$ cat config.mk
export PLATFORM = sky130hd
export DESIGN_NAME = preemptive_priority_scheduler
export DESIGN_NICKNAME = d
export VERILOG_FILES = /design/src/pps_pkg.sv /design/src/pps_cell.sv /design/src/preemptive_priority_scheduler.sv
export SDC_FILE = /design/constraint.sdc
export NUM_CORES = 2
export LEC_CHECK = 0
export ABC_CLOCK_PERIOD_IN_PS = 47200
export BUFFER_PORTS_ARGS = -buffer_cell sky130_fd_sc_hd__buf_4
export CAP_MARGIN = 20
export CORE_ASPECT_RATIO = 1.4
export CORE_MARGIN = 8
export CORE_UTILIZATION = 65
export CTS_BUF_LIST = sky130_fd_sc_hd__clkbuf_8
export CTS_CLUSTER_SIZE = 14
export DETAILED_ROUTE_END_ITERATION = 6
export HOLD_SLACK_MARGIN = 0.12
export PLACE_DENSITY_LB_ADDON = 0.15
export SKIP_LAST_GASP = 1
export SYNTH_ARGS = -nofsm -noshare
export SYNTH_HDL_FRONTEND = slang
export SYNTH_SLANG_ARGS = --single-unit
$ cat constraint.sdc
create_clock -name aclk -period 47.2 [get_ports aclk]
set_clock_uncertainty 0.2 [all_clocks]
set_input_delay 9.44 -clock aclk [delete_from_list [all_inputs] [get_ports aclk]]
set_output_delay 9.44 -clock aclk [all_outputs]
set_load 0.005 [all_outputs]
$ cat src/pps_pkg.sv
// Shared types and constants of the preemptive priority scheduler.
package pps_pkg;

    localparam int SLOTS     = 16;
    localparam int UNIT_STEP = 1;
    localparam int SLOT_W    = $clog2(SLOTS);
    localparam int CNT_W     = $clog2(SLOTS + 1);

    typedef enum logic [1:0] {
        MARK_ADD  = 2'd0,
        MARK_IDLE = 2'd1,
        MARK_SWITCH = 2'd2,
        MARK_SAME = 2'd3
    } mark_t;

    typedef struct packed {
        logic [7:0]  id;
        logic [7:0]  prio;
        logic [15:0] remaining;
        logic [15:0] wait_stamp;
        logic [15:0] push_order;
        logic        started;
        logic [15:0] first_run;
    } task_t;

    // Best candidate carried along the scan chain.
    typedef struct packed {
        logic              found;
        logic [SLOT_W-1:0] index;
        task_t             tsk;
    } cand_t;

    // Commands broadcast from the control to every slot cell.
    typedef struct packed {
        logic              write;
        logic              clear;
        logic              set_order;
        logic [SLOT_W-1:0] index;
        task_t             tsk;
        logic [15:0]       order;
    } slot_cmd_t;

    function automatic logic ranks_before(task_t a, task_t b);
        if (a.prio != b.prio) begin
            return a.prio < b.prio;
        end
        if (a.wait_stamp != b.wait_stamp) begin
            return a.wait_stamp < b.wait_stamp;
        end
        return a.push_order < b.push_order;
    endfunction

endpackage

$ cat src/pps_cell.sv
// One waiting-set slot: holds a task and passes the scan candidate onward.
module pps_cell (
    input  logic                      aclk,
    input  logic                      aresetn,
    input  logic [pps_pkg::SLOT_W-1:0] my_index,
    input  pps_pkg::slot_cmd_t        cmd,
    input  logic                      scan_en,
    input  pps_pkg::cand_t            cand_in,
    output pps_pkg::cand_t            cand_out,
    output logic                      valid
);
    import pps_pkg::*;

    logic  valid_reg;
    task_t tsk_reg;
    cand_t cand_reg;
    cand_t cand_next;
    logic  hit;

    assign hit   = (cmd.index == my_index);
    assign valid = valid_reg;

    always_comb begin
        cand_next = cand_in;
        if (valid_reg && (!cand_in.found || ranks_before(tsk_reg, cand_in.tsk))) begin
            cand_next.found = 1'b1;
            cand_next.index = my_index;
            cand_next.tsk   = tsk_reg;
        end
    end

    always_ff @(posedge aclk) begin
        if (!aresetn) begin
            valid_reg      <= 1'b0;
            cand_reg.found <= 1'b0;
        end else begin
            if (scan_en) begin
                cand_reg <= cand_next;
            end
            if (hit && cmd.write) begin
                valid_reg <= 1'b1;
                tsk_reg   <= cmd.tsk;
            end else if (hit && cmd.clear) begin
                valid_reg <= 1'b0;
            end else if (hit && cmd.set_order) begin
                tsk_reg.push_order <= cmd.order;
            end
        end
    end

    assign cand_out = cand_reg;

endmodule

$ cat src/preemptive_priority_scheduler.sv
// Top level of the preemptive priority scheduler: slot cell chain and control.
//
// Input requests arrive on the s_axis channel. tdata bit 0 selects the
// operation: 0 adds a task to the waiting set, 1 runs one scheduling tick.
// Each request yields exactly one result request on the m_axis channel.
// For an add, the free slot is found by a priority encoder over the slot
// valid bits. For a tick, the best candidate moves through the chain of
// slot cells, one register stage per cell, and then the running task and
// the chosen slot are updated in the same cycle.
// One request is in work at a time; s_tready is low until its result has
// been taken, so a stalled receiver holds the result and blocks new input.
// Synchronous reset empties the waiting set, clears the running task and
// sets the current time and push counter to zero.
module preemptive_priority_scheduler (
    input  logic        aclk,
    input  logic        aresetn,
    input  logic        s_tvalid,
    output logic        s_tready,
    // operation[0], task_id[8:1], task_priority[16:9], burst_time[32:17],
    // arrival_stamp[48:33], zero fill
    input  logic [55:0] s_tdata,
    output logic        m_tvalid,
    input  logic        m_tready,
    // accepted[0], mark[2:1], running_valid[3], running_id[11:4],
    // completed[12], start_time[28:13], completion_time[44:29], zero fill
    output logic [47:0] m_tdata
);
    import pps_pkg::*;

    typedef enum logic [1:0] {ST_IDLE, ST_SCAN, ST_UPDATE, ST_OUT} state_t;

    state_t         state_reg;
    logic [CNT_W-1:0] cnt_reg;
    logic [55:0]    req_reg;
    logic [47:0]    out_reg;
    logic [47:0]    out_next;
    logic           run_valid_reg;
    logic [7:0]     run_id_reg;
    logic [7:0]     run_prio_reg;
    logic [15:0]    run_rem_reg;
    logic [15:0]    run_st_reg;
    logic [15:0]    now_reg;
    logic [15:0]    push_reg;

    cand_t          chain [SLOTS+1];
    logic [SLOTS-1:0] valid_vec;
    slot_cmd_t      cmd;
    logic           scan_en;
    logic           free_found;
    logic [SLOT_W-1:0] free_idx;

    assign chain[0] = '0;
    assign scan_en  = (state_reg == ST_SCAN);

    for (genvar g = 0; g < SLOTS; g++) begin : g_cell
        pps_cell u_cell (
            .aclk     (aclk),
            .aresetn  (aresetn),
            .my_index (SLOT_W'(g)),
            .cmd      (cmd),
            .scan_en  (scan_en),
            .cand_in  (chain[g]),
            .cand_out (chain[g+1]),
            .valid    (valid_vec[g])
        );
    end

    always_comb begin
        free_found = 1'b0;
        free_idx   = '0;
        for (int i = SLOTS - 1; i >= 0; i--) begin
            if (!valid_vec[i]) begin
                free_found = 1'b1;
                free_idx   = SLOT_W'(i);
            end
        end
    end

    // Tick decisions, evaluated in ST_UPDATE from the candidate at the chain end.
    cand_t       best;
    logic        preempt;
    logic [15:0] rem_cur;
    logic [15:0] rem_new;
    logic [15:0] st_cur;
    logic [7:0]  id_cur;
    logic [7:0]  prio_cur;
    logic        run_now;

    assign best = chain[SLOTS];

    always_comb begin
        preempt  = run_valid_reg && best.found && (best.tsk.prio < run_prio_reg);
        run_now  = run_valid_reg || best.found;
        if (!run_valid_reg || preempt) begin
            id_cur   = best.tsk.id;
            prio_cur = best.tsk.prio;
            rem_cur  = best.tsk.remaining;
            st_cur   = best.tsk.started ? best.tsk.first_run : now_reg;
        end else begin
            id_cur   = run_id_reg;
            prio_cur = run_prio_reg;
            rem_cur  = run_rem_reg;
            st_cur   = run_st_reg;
        end
        rem_new = (rem_cur > 16'(UNIT_STEP)) ? rem_cur - 16'(UNIT_STEP) : 16'd0;
    end

    always_comb begin
        out_next = '0;
        if (!req_reg[0]) begin
            out_next[0] = free_found;
        end else if (!run_now) begin
            out_next[2:1] = MARK_IDLE;
        end else begin
            out_next[2:1]   = (!run_valid_reg || preempt) ? MARK_SWITCH : MARK_SAME;
            out_next[3]     = 1'b1;
            out_next[11:4]  = id_cur;
            out_next[28:13] = st_cur;
            if (rem_new == 16'd0) begin
                out_next[12]    = 1'b1;
                out_next[44:29] = now_reg + 16'(UNIT_STEP);
            end
        end
    end

    always_comb begin
        cmd = '0;
        cmd.order = push_reg;
        if (state_reg == ST_UPDATE) begin
            if (!req_reg[0]) begin
                cmd.index          = free_idx;
                cmd.write          = free_found;
                cmd.tsk.id         = req_reg[8:1];
                cmd.tsk.prio       = req_reg[16:9];
                cmd.tsk.remaining  = req_reg[32:17];
                cmd.tsk.wait_stamp = req_reg[48:33];
                cmd.tsk.push_order = push_reg;
                cmd.tsk.started    = 1'b0;
                cmd.tsk.first_run  = '0;
            end else if (best.found) begin
                cmd.index = best.index;
                if (!run_valid_reg) begin
                    cmd.clear = 1'b1;
                end else if (preempt) begin
                    cmd.write          = 1'b1;
                    cmd.tsk.id         = run_id_reg;
                    cmd.tsk.prio       = run_prio_reg;
                    cmd.tsk.remaining  = run_rem_reg;
                    cmd.tsk.wait_stamp = now_reg;
                    cmd.tsk.push_order = push_reg;
                    cmd.tsk.started    = 1'b1;
                    cmd.tsk.first_run  = run_st_reg;
                end else begin
                    cmd.set_order = 1'b1;
                end
            end
        end
    end

    always_ff @(posedge aclk) begin
        if (!aresetn) begin
            state_reg     <= ST_IDLE;
            cnt_reg       <= '0;
            run_valid_reg <= 1'b0;
            run_id_reg    <= '0;
            run_prio_reg  <= '0;
            run_rem_reg   <= '0;
            run_st_reg    <= '0;
            now_reg       <= '0;
            push_reg      <= '0;
        end else begin
            case (state_reg)
                ST_IDLE: begin
                    if (s_tvalid) begin
                        req_reg   <= s_tdata;
                        cnt_reg   <= '0;
                        state_reg <= s_tdata[0] ? ST_SCAN : ST_UPDATE;
                    end
                end
                ST_SCAN: begin
                    cnt_reg <= cnt_reg + 1'b1;
                    if (cnt_reg == CNT_W'(SLOTS - 1)) begin
                        state_reg <= ST_UPDATE;
                    end
                end
                ST_UPDATE: begin
                    out_reg   <= out_next;
                    state_reg <= ST_OUT;
                    if (!req_reg[0]) begin
                        if (free_found) begin
                            push_reg <= push_reg + 16'd1;
                        end
                    end else begin
                        now_reg <= now_reg + 16'(UNIT_STEP);
                        if (run_now) begin
                            if (run_valid_reg && best.found) begin
                                push_reg <= push_reg + 16'd1;
                            end
                            run_valid_reg <= (rem_new != 16'd0);
                            run_id_reg    <= id_cur;
                            run_prio_reg  <= prio_cur;
                            run_rem_reg   <= rem_new;
                            run_st_reg    <= st_cur;
                        end
                    end
                end
                ST_OUT: begin
                    if (m_tready) begin
                        state_reg <= ST_IDLE;
                    end
                end
                default: state_reg <= ST_IDLE;
            endcase
        end
    end

    assign s_tready = (state_reg == ST_IDLE);
    assign m_tvalid = (state_reg == ST_OUT);
    assign m_tdata  = out_reg;

    property p_result_follows_update;
        @(posedge aclk) disable iff (!aresetn) (state_reg == ST_UPDATE) |=> m_tvalid;
    endproperty
    assert property (p_result_follows_update) else $error("result not presented");

    property p_no_accept_when_busy;
        @(posedge aclk) disable iff (!aresetn) m_tvalid |-> !s_tready;
    endproperty
    assert property (p_no_accept_when_busy) else $error("input taken while busy");

    property p_mark_add_clean;
        @(posedge aclk) disable iff (!aresetn)
            (m_tvalid && m_tdata[2:1] == MARK_ADD) |-> (m_tdata[47:3] == '0);
    endproperty
    assert property (p_mark_add_clean) else $error("add result carries tick fields");

    property p_done_clears_run;
        @(posedge aclk) disable iff (!aresetn)
            (state_reg == ST_UPDATE && req_reg[0] && run_now && rem_new == 16'd0)
            |=> !run_valid_reg;
    endproperty
    assert property (p_done_clears_run) else $error("completed task still running");

endmodule

[Yosys cells after proc, flatten, opt, wreduce, memory -nomap -nowiden]
Cells that the tools add are included.
Word-level totals
  word-level logic and storage cells: 849
  output and inout bits: 50
  register bits after elaboration: 2838
Operators by class
  magnitude comparators: 47
  mux-type cells: 265
  reductions and logical operators: 179
  equal/unequal tests: 70
  $add $sub $neg: 4
Operator list (number)
  86-bit two-way mux: 16
  16-bit two-way mux: 56
  16-bit < comparator: 30
  16-bit inequality test: 15
  88-bit two-way mux: 2
  1-bit two-way mux: 163
  81-bit two-way mux: 2
  8-bit < comparator: 16
  8-bit inequality test: 15
  85-bit two-way mux: 1
  2-bit nonzero test: 34
  1-bit logical AND: 65
  4-bit two-way mux: 16
  3-bit AND reduction: 20
  2-bit AND reduction: 21
  2-bit by 1-bit inequality test with 1-bit output, second input constant: 19
  16-bit by 1-bit adder with 16-bit output, second input constant: 2
  4-bit equality test, second input constant: 8
  1-bit logical OR: 17
  4-bit by 3-bit equality test with 1-bit output, second input constant: 4
  16-bit by 1-bit > comparator with 1-bit output, second input constant: 1
  1-bit logical NOT: 16
  16-bit logical NOT: 1
  16-bit nonzero test: 1
  other kinds (16): 24

[Longest topological paths before layout]
  word-level depth: 23
  gate-level depth with buffers: 19
  gate-level depth less buffers: 16

[By module]
From an unflattened synthesis, not the netlist that was laid out.
Second synthesis, totals
  cell total of the unflattened synthesis: 17397
  area, all modules: 179218.1 µm²
Modules (own cells, without submodules)
  pps_cell (g_cell[0].u_cell ...): area each 10606.4 µm², sequential area each 5024.8 µm², instances 14, cells each 1029
  pps_cell (g_cell[8].u_cell ...): area each 10606.4 µm², sequential area each 5024.8 µm², instances 2, cells each 1028
  preemptive_priority_scheduler: area each 9515.4 µm², sequential area each 4584.4 µm², instances 1, cells each 935

[Worst setup path before layout]
Ideal clock, no wire load.
  path type: input-to-reg
  from: input aresetn
  to: register g_cell[0].u_cell.cand_reg (netlist bit g_cell[0].u_cell.cand_out[0]) (enable)
  path slack: 5.376 ns
  required time: 45.134 ns
  arrival: 39.758 ns
  cell stages on the path: 4
  path buffers: 3
  setup time: 1.866 ns
  cells stage by stage: clkbuf_1 clkbuf_1 clkbuf_1 and2_1
On the way
  longest elaborated chain between the ends: 1
RTL lines
  from (decl): line preemptive_priority_scheduler.sv:16  | input logic aresetn,
  2-bit AND reduction (no source line)
  to (signal assigned): line pps_cell.sv:38  | cand_reg <= cand_next;
  to (decl): line pps_cell.sv:16  | cand_t cand_reg;
Every way passes these cells.
A chain may end at the register's enable or synchronous reset.

[Worst setup path after layout]
  from: input aresetn
  to: register g_cell[9].u_cell.cand_reg (netlist bit g_cell[9].u_cell.cand_out[13]) (enable)
On the way
  longest elaborated chain between the ends: 1
RTL lines (line)
  2-bit AND reduction (no source line)
  to (signal assigned): pps_cell.sv:38
  to (decl): pps_cell.sv:16
Every way passes these cells.

==> results.cfg <==
[floorplan]
initial_utilization_pct = 65.3
coreArea_sq_mm = 0.183
die_width_um = 379
die_y_um = 524
dieArea_sq_mm = 0.198
ioPinCount = 110
rows = 186

[global_route]
met1_usage_pct = 30.1
antenna_found_initial = 2
grt_usage_pct = 25.6
grt_start_max_net_pins = 177
met2_usage_pct = 47.3
grt_pass1_vias = 66205
gr-total-overflow = 0
top_usage_layer = met2
grt_pass1_wl_um = 385000
global_route.usage.met3_pct = 3.69

[sta]
finalCritPeriodShare_pct = 27.2
final.setup.tns_ps = 0
hold_ws_ps = 251
worst_pin_slew_ps = 1110
finalSetupViolCount = 0
maxClockFrequency_mhz = 77.9
rsz0062_at_grt = no
relSlewSlack_pct = 23.8
hold_viol = 0
period_minus_slack_ps = 12840
drv_slew = 0

[clocking]
cts_root_buf = clkbuf_8
cts_buffer_depth = 4
insertion_delay_ps = 1090
ctsHoldBuffers = 0
cts_max_level = 5
cts_setup_buffers = 0
clk_pin_slew_ps = 70
cts_tree = yes
cts_resized = 0
cts.sinks = 2823
numCtsBuffers = 417

[power]
p_sw_share_pct = 24.2
p_leak_nw = 48.3
p_switching_mw = 1.33
power.density_mw_per_mm2 = 42.0
p_int_mw = 4.16
p_seq_share_pct = 56.3
combPwrFrac_pct = 9.8
vdd_drop_max_mv = 0.0369
clkPwrFrac_pct = 33.9

[finish]
post-route-util_pct = 71.4
layout-drive-gt1-share_pct = 25.2
areaGrowthSynthToFinish_pct = 9.35
largest_reg_flops = 1329
final_common_cell = edfxtp_1
final_cell_mix = 2,703 x edfxtp_1, 1,186 x mux2_2, 766 x inv_1
fill_cells = 11630
nets = 8320

[synthesis]
synthDistinctLibCells = 74
yosys.area.top_type = edfxtp_1
syn_inst = 7515
ys.flop_type = edfxtp_1
ys_ff_latch = 2823
synth_area_leaders = edfxtp_1 68%, mux2_2 11%, ha_1 6.3%
syn_area_sq_mm = 0.120
synth_warnings = 0
synth_top_area_share_pct = 67.8
synthArstFlopShare_pct = 0
synth_edf_count = 2703
seq_area_frac_synth_pct = 69.9
syn_area_per_cell_sq_um = 15.9

[worst_setup_path]
worstSetupStartpoint = aresetn
crit_path_max_fanout = 176
slowest_stage = buf_4
reg2reg_depth = 13
cp_cell_sequence = buf_4, and2_4, buf_4, buf_12, buf_12
worstSetupPathType = input pin to flip-flop
worstSetupEndpointType = flip-flop
regToRegEndpoint = m_tdata[30]
crit_family = buffers and inverters
cp.arrival_ps = 13280
reg2reg_from = g_cell[15].u_cell.cand_out[66]
r2r_slack_ps = 41470
critPathRequiredTime_ps = 47640
path_buf_inv = 4
cpPeakStageDelay_ps = 850
crit_path_start_kind = input pin

[worst_hold_path]
hold_depth = 1
hold_start = g_cell[12].u_cell.cand_out[81]
min_path_type = flip-flop to flip-flop
hold_end = g_cell[13].u_cell.cand_out[81]

[drt]
routed_wl_um = 254000
vias_per_cell = 5.98
vias = 62357
ant_nets = 0
wl_per_cell_um = 24.3
drc = 0
drt-initial-drc-count = 4517
drtPass1Iterations = 7

[outcome]
outcome = finished, final reports clean

[place]
dp_hpwl_um = 163000
place_congestion = 0.868
io_buffers = 99

[run]
max_cap_viol_count = 0
==> how the worst max path moves through the flow <==
stage	endpoint	slack (ps)	cells after the start
floorplan	g_cell[0].u_cell.cand_out[0]	5380	4
global placement	g_cell[1].u_cell.cand_out[20]	33500	5
detailed placement	g_cell[4].u_cell.cand_out[47]	33440	5
CTS	g_cell[4].u_cell.cand_out[46]	34590	5
global route	g_cell[4].u_cell.cand_out[47]	34350	5
finish	g_cell[9].u_cell.cand_out[13]	34360	5
==> layer usage <==
layer	part of all wire, %	up-vias	wire (um)
li1	-	28345	-
met1	37	31682	95100
met2	54	1775	137000
met3	4.4	555	11300
met4	3.9	0	9980
met5	0	-	0
==> layout make-up <==
| type | count | area (sq um) | share of cell area (%) |
|---|---|---|---|
| antenna | 2 | 5.00 | 0.00383 |
| tap | 2444 | 3060 | 2.34 |
| multi-input combinational | 3560 | 32100 | 24.5 |
| clock inverter | 297 | 1640 | 1.26 |
| clock buffer | 446 | 6140 | 4.69 |
| sequential | 2823 | 83600 | 63.9 |
| timing repair buffer | 222 | 1920 | 1.47 |
| inverter | 634 | 2380 | 1.82 |
==> logic make-up (layout without fill, tap and decap cells) <==
| kind of cell | after synthesis | count (layout) | synth area share [%] |
|---|---|---|---|
| simple gates | 935 | 935 | 4.16 |
| fa+ha+maj | 602 | 602 | 6.30 |
| mux | 1213 | 1213 | 11.4 |
| buf+inv | 1134 | 1599 | 3.63 |
| flops | 2823 | 2823 | 69.9 |
| xor+xnor | 54 | 54 | 0.395 |
| other cells | 1 | 5 | 0.00313 |
| compound gates | 753 | 753 | 4.27 |
==> cells in the mapped netlist, types with 35 or more instances <==
library cell,count
clkbuf_1,454
o31ai_1,43
mux2_2,1186
a21oi_1,163
a21o_1,112
nand2_1,187
ha_1,602
inv_1,634
edfxtp_1,2703
dfxtp_1,120
nand3_1,36
nor2b_1,52
nand2b_1,42
a22o_1,72
o21ai_0,120
nor4_1,35
a211oi_1,52
nor2_1,169
buf_2,38
nor3_1,54
nand4_1,113
and2_1,143
==> per-stage QoR <==
step / power, mW / setup WS (ps) / area, sq um / std cells
6_report: 5.49 / 34360 / 131000 / 10428
5_1_grt: 5.70 / 34350 / 131000 / 10427
4_1_cts: 5.54 / 34590 / 131000 / 10418
3_5_place_dp: 3.69 / 33440 / 123000 / 9675
3_3_place_gp: 3.66 / 33500 / 123000 / 9668
2_1_floorplan: 3.78 / 5380 / 120000 / 7517
==> power by group through the flow <==
stage,clock (mW),combinational (mW),sequential [mW]
final,1.86,0.540,3.09
after global routing,2.00,0.593,3.11
after CTS,1.90,0.545,3.09
after detailed placement,0,0.542,3.15
after global placement,0,0.523,3.14
after floorplan,0,0.362,3.42
Power figures use the tool's default switching activity.
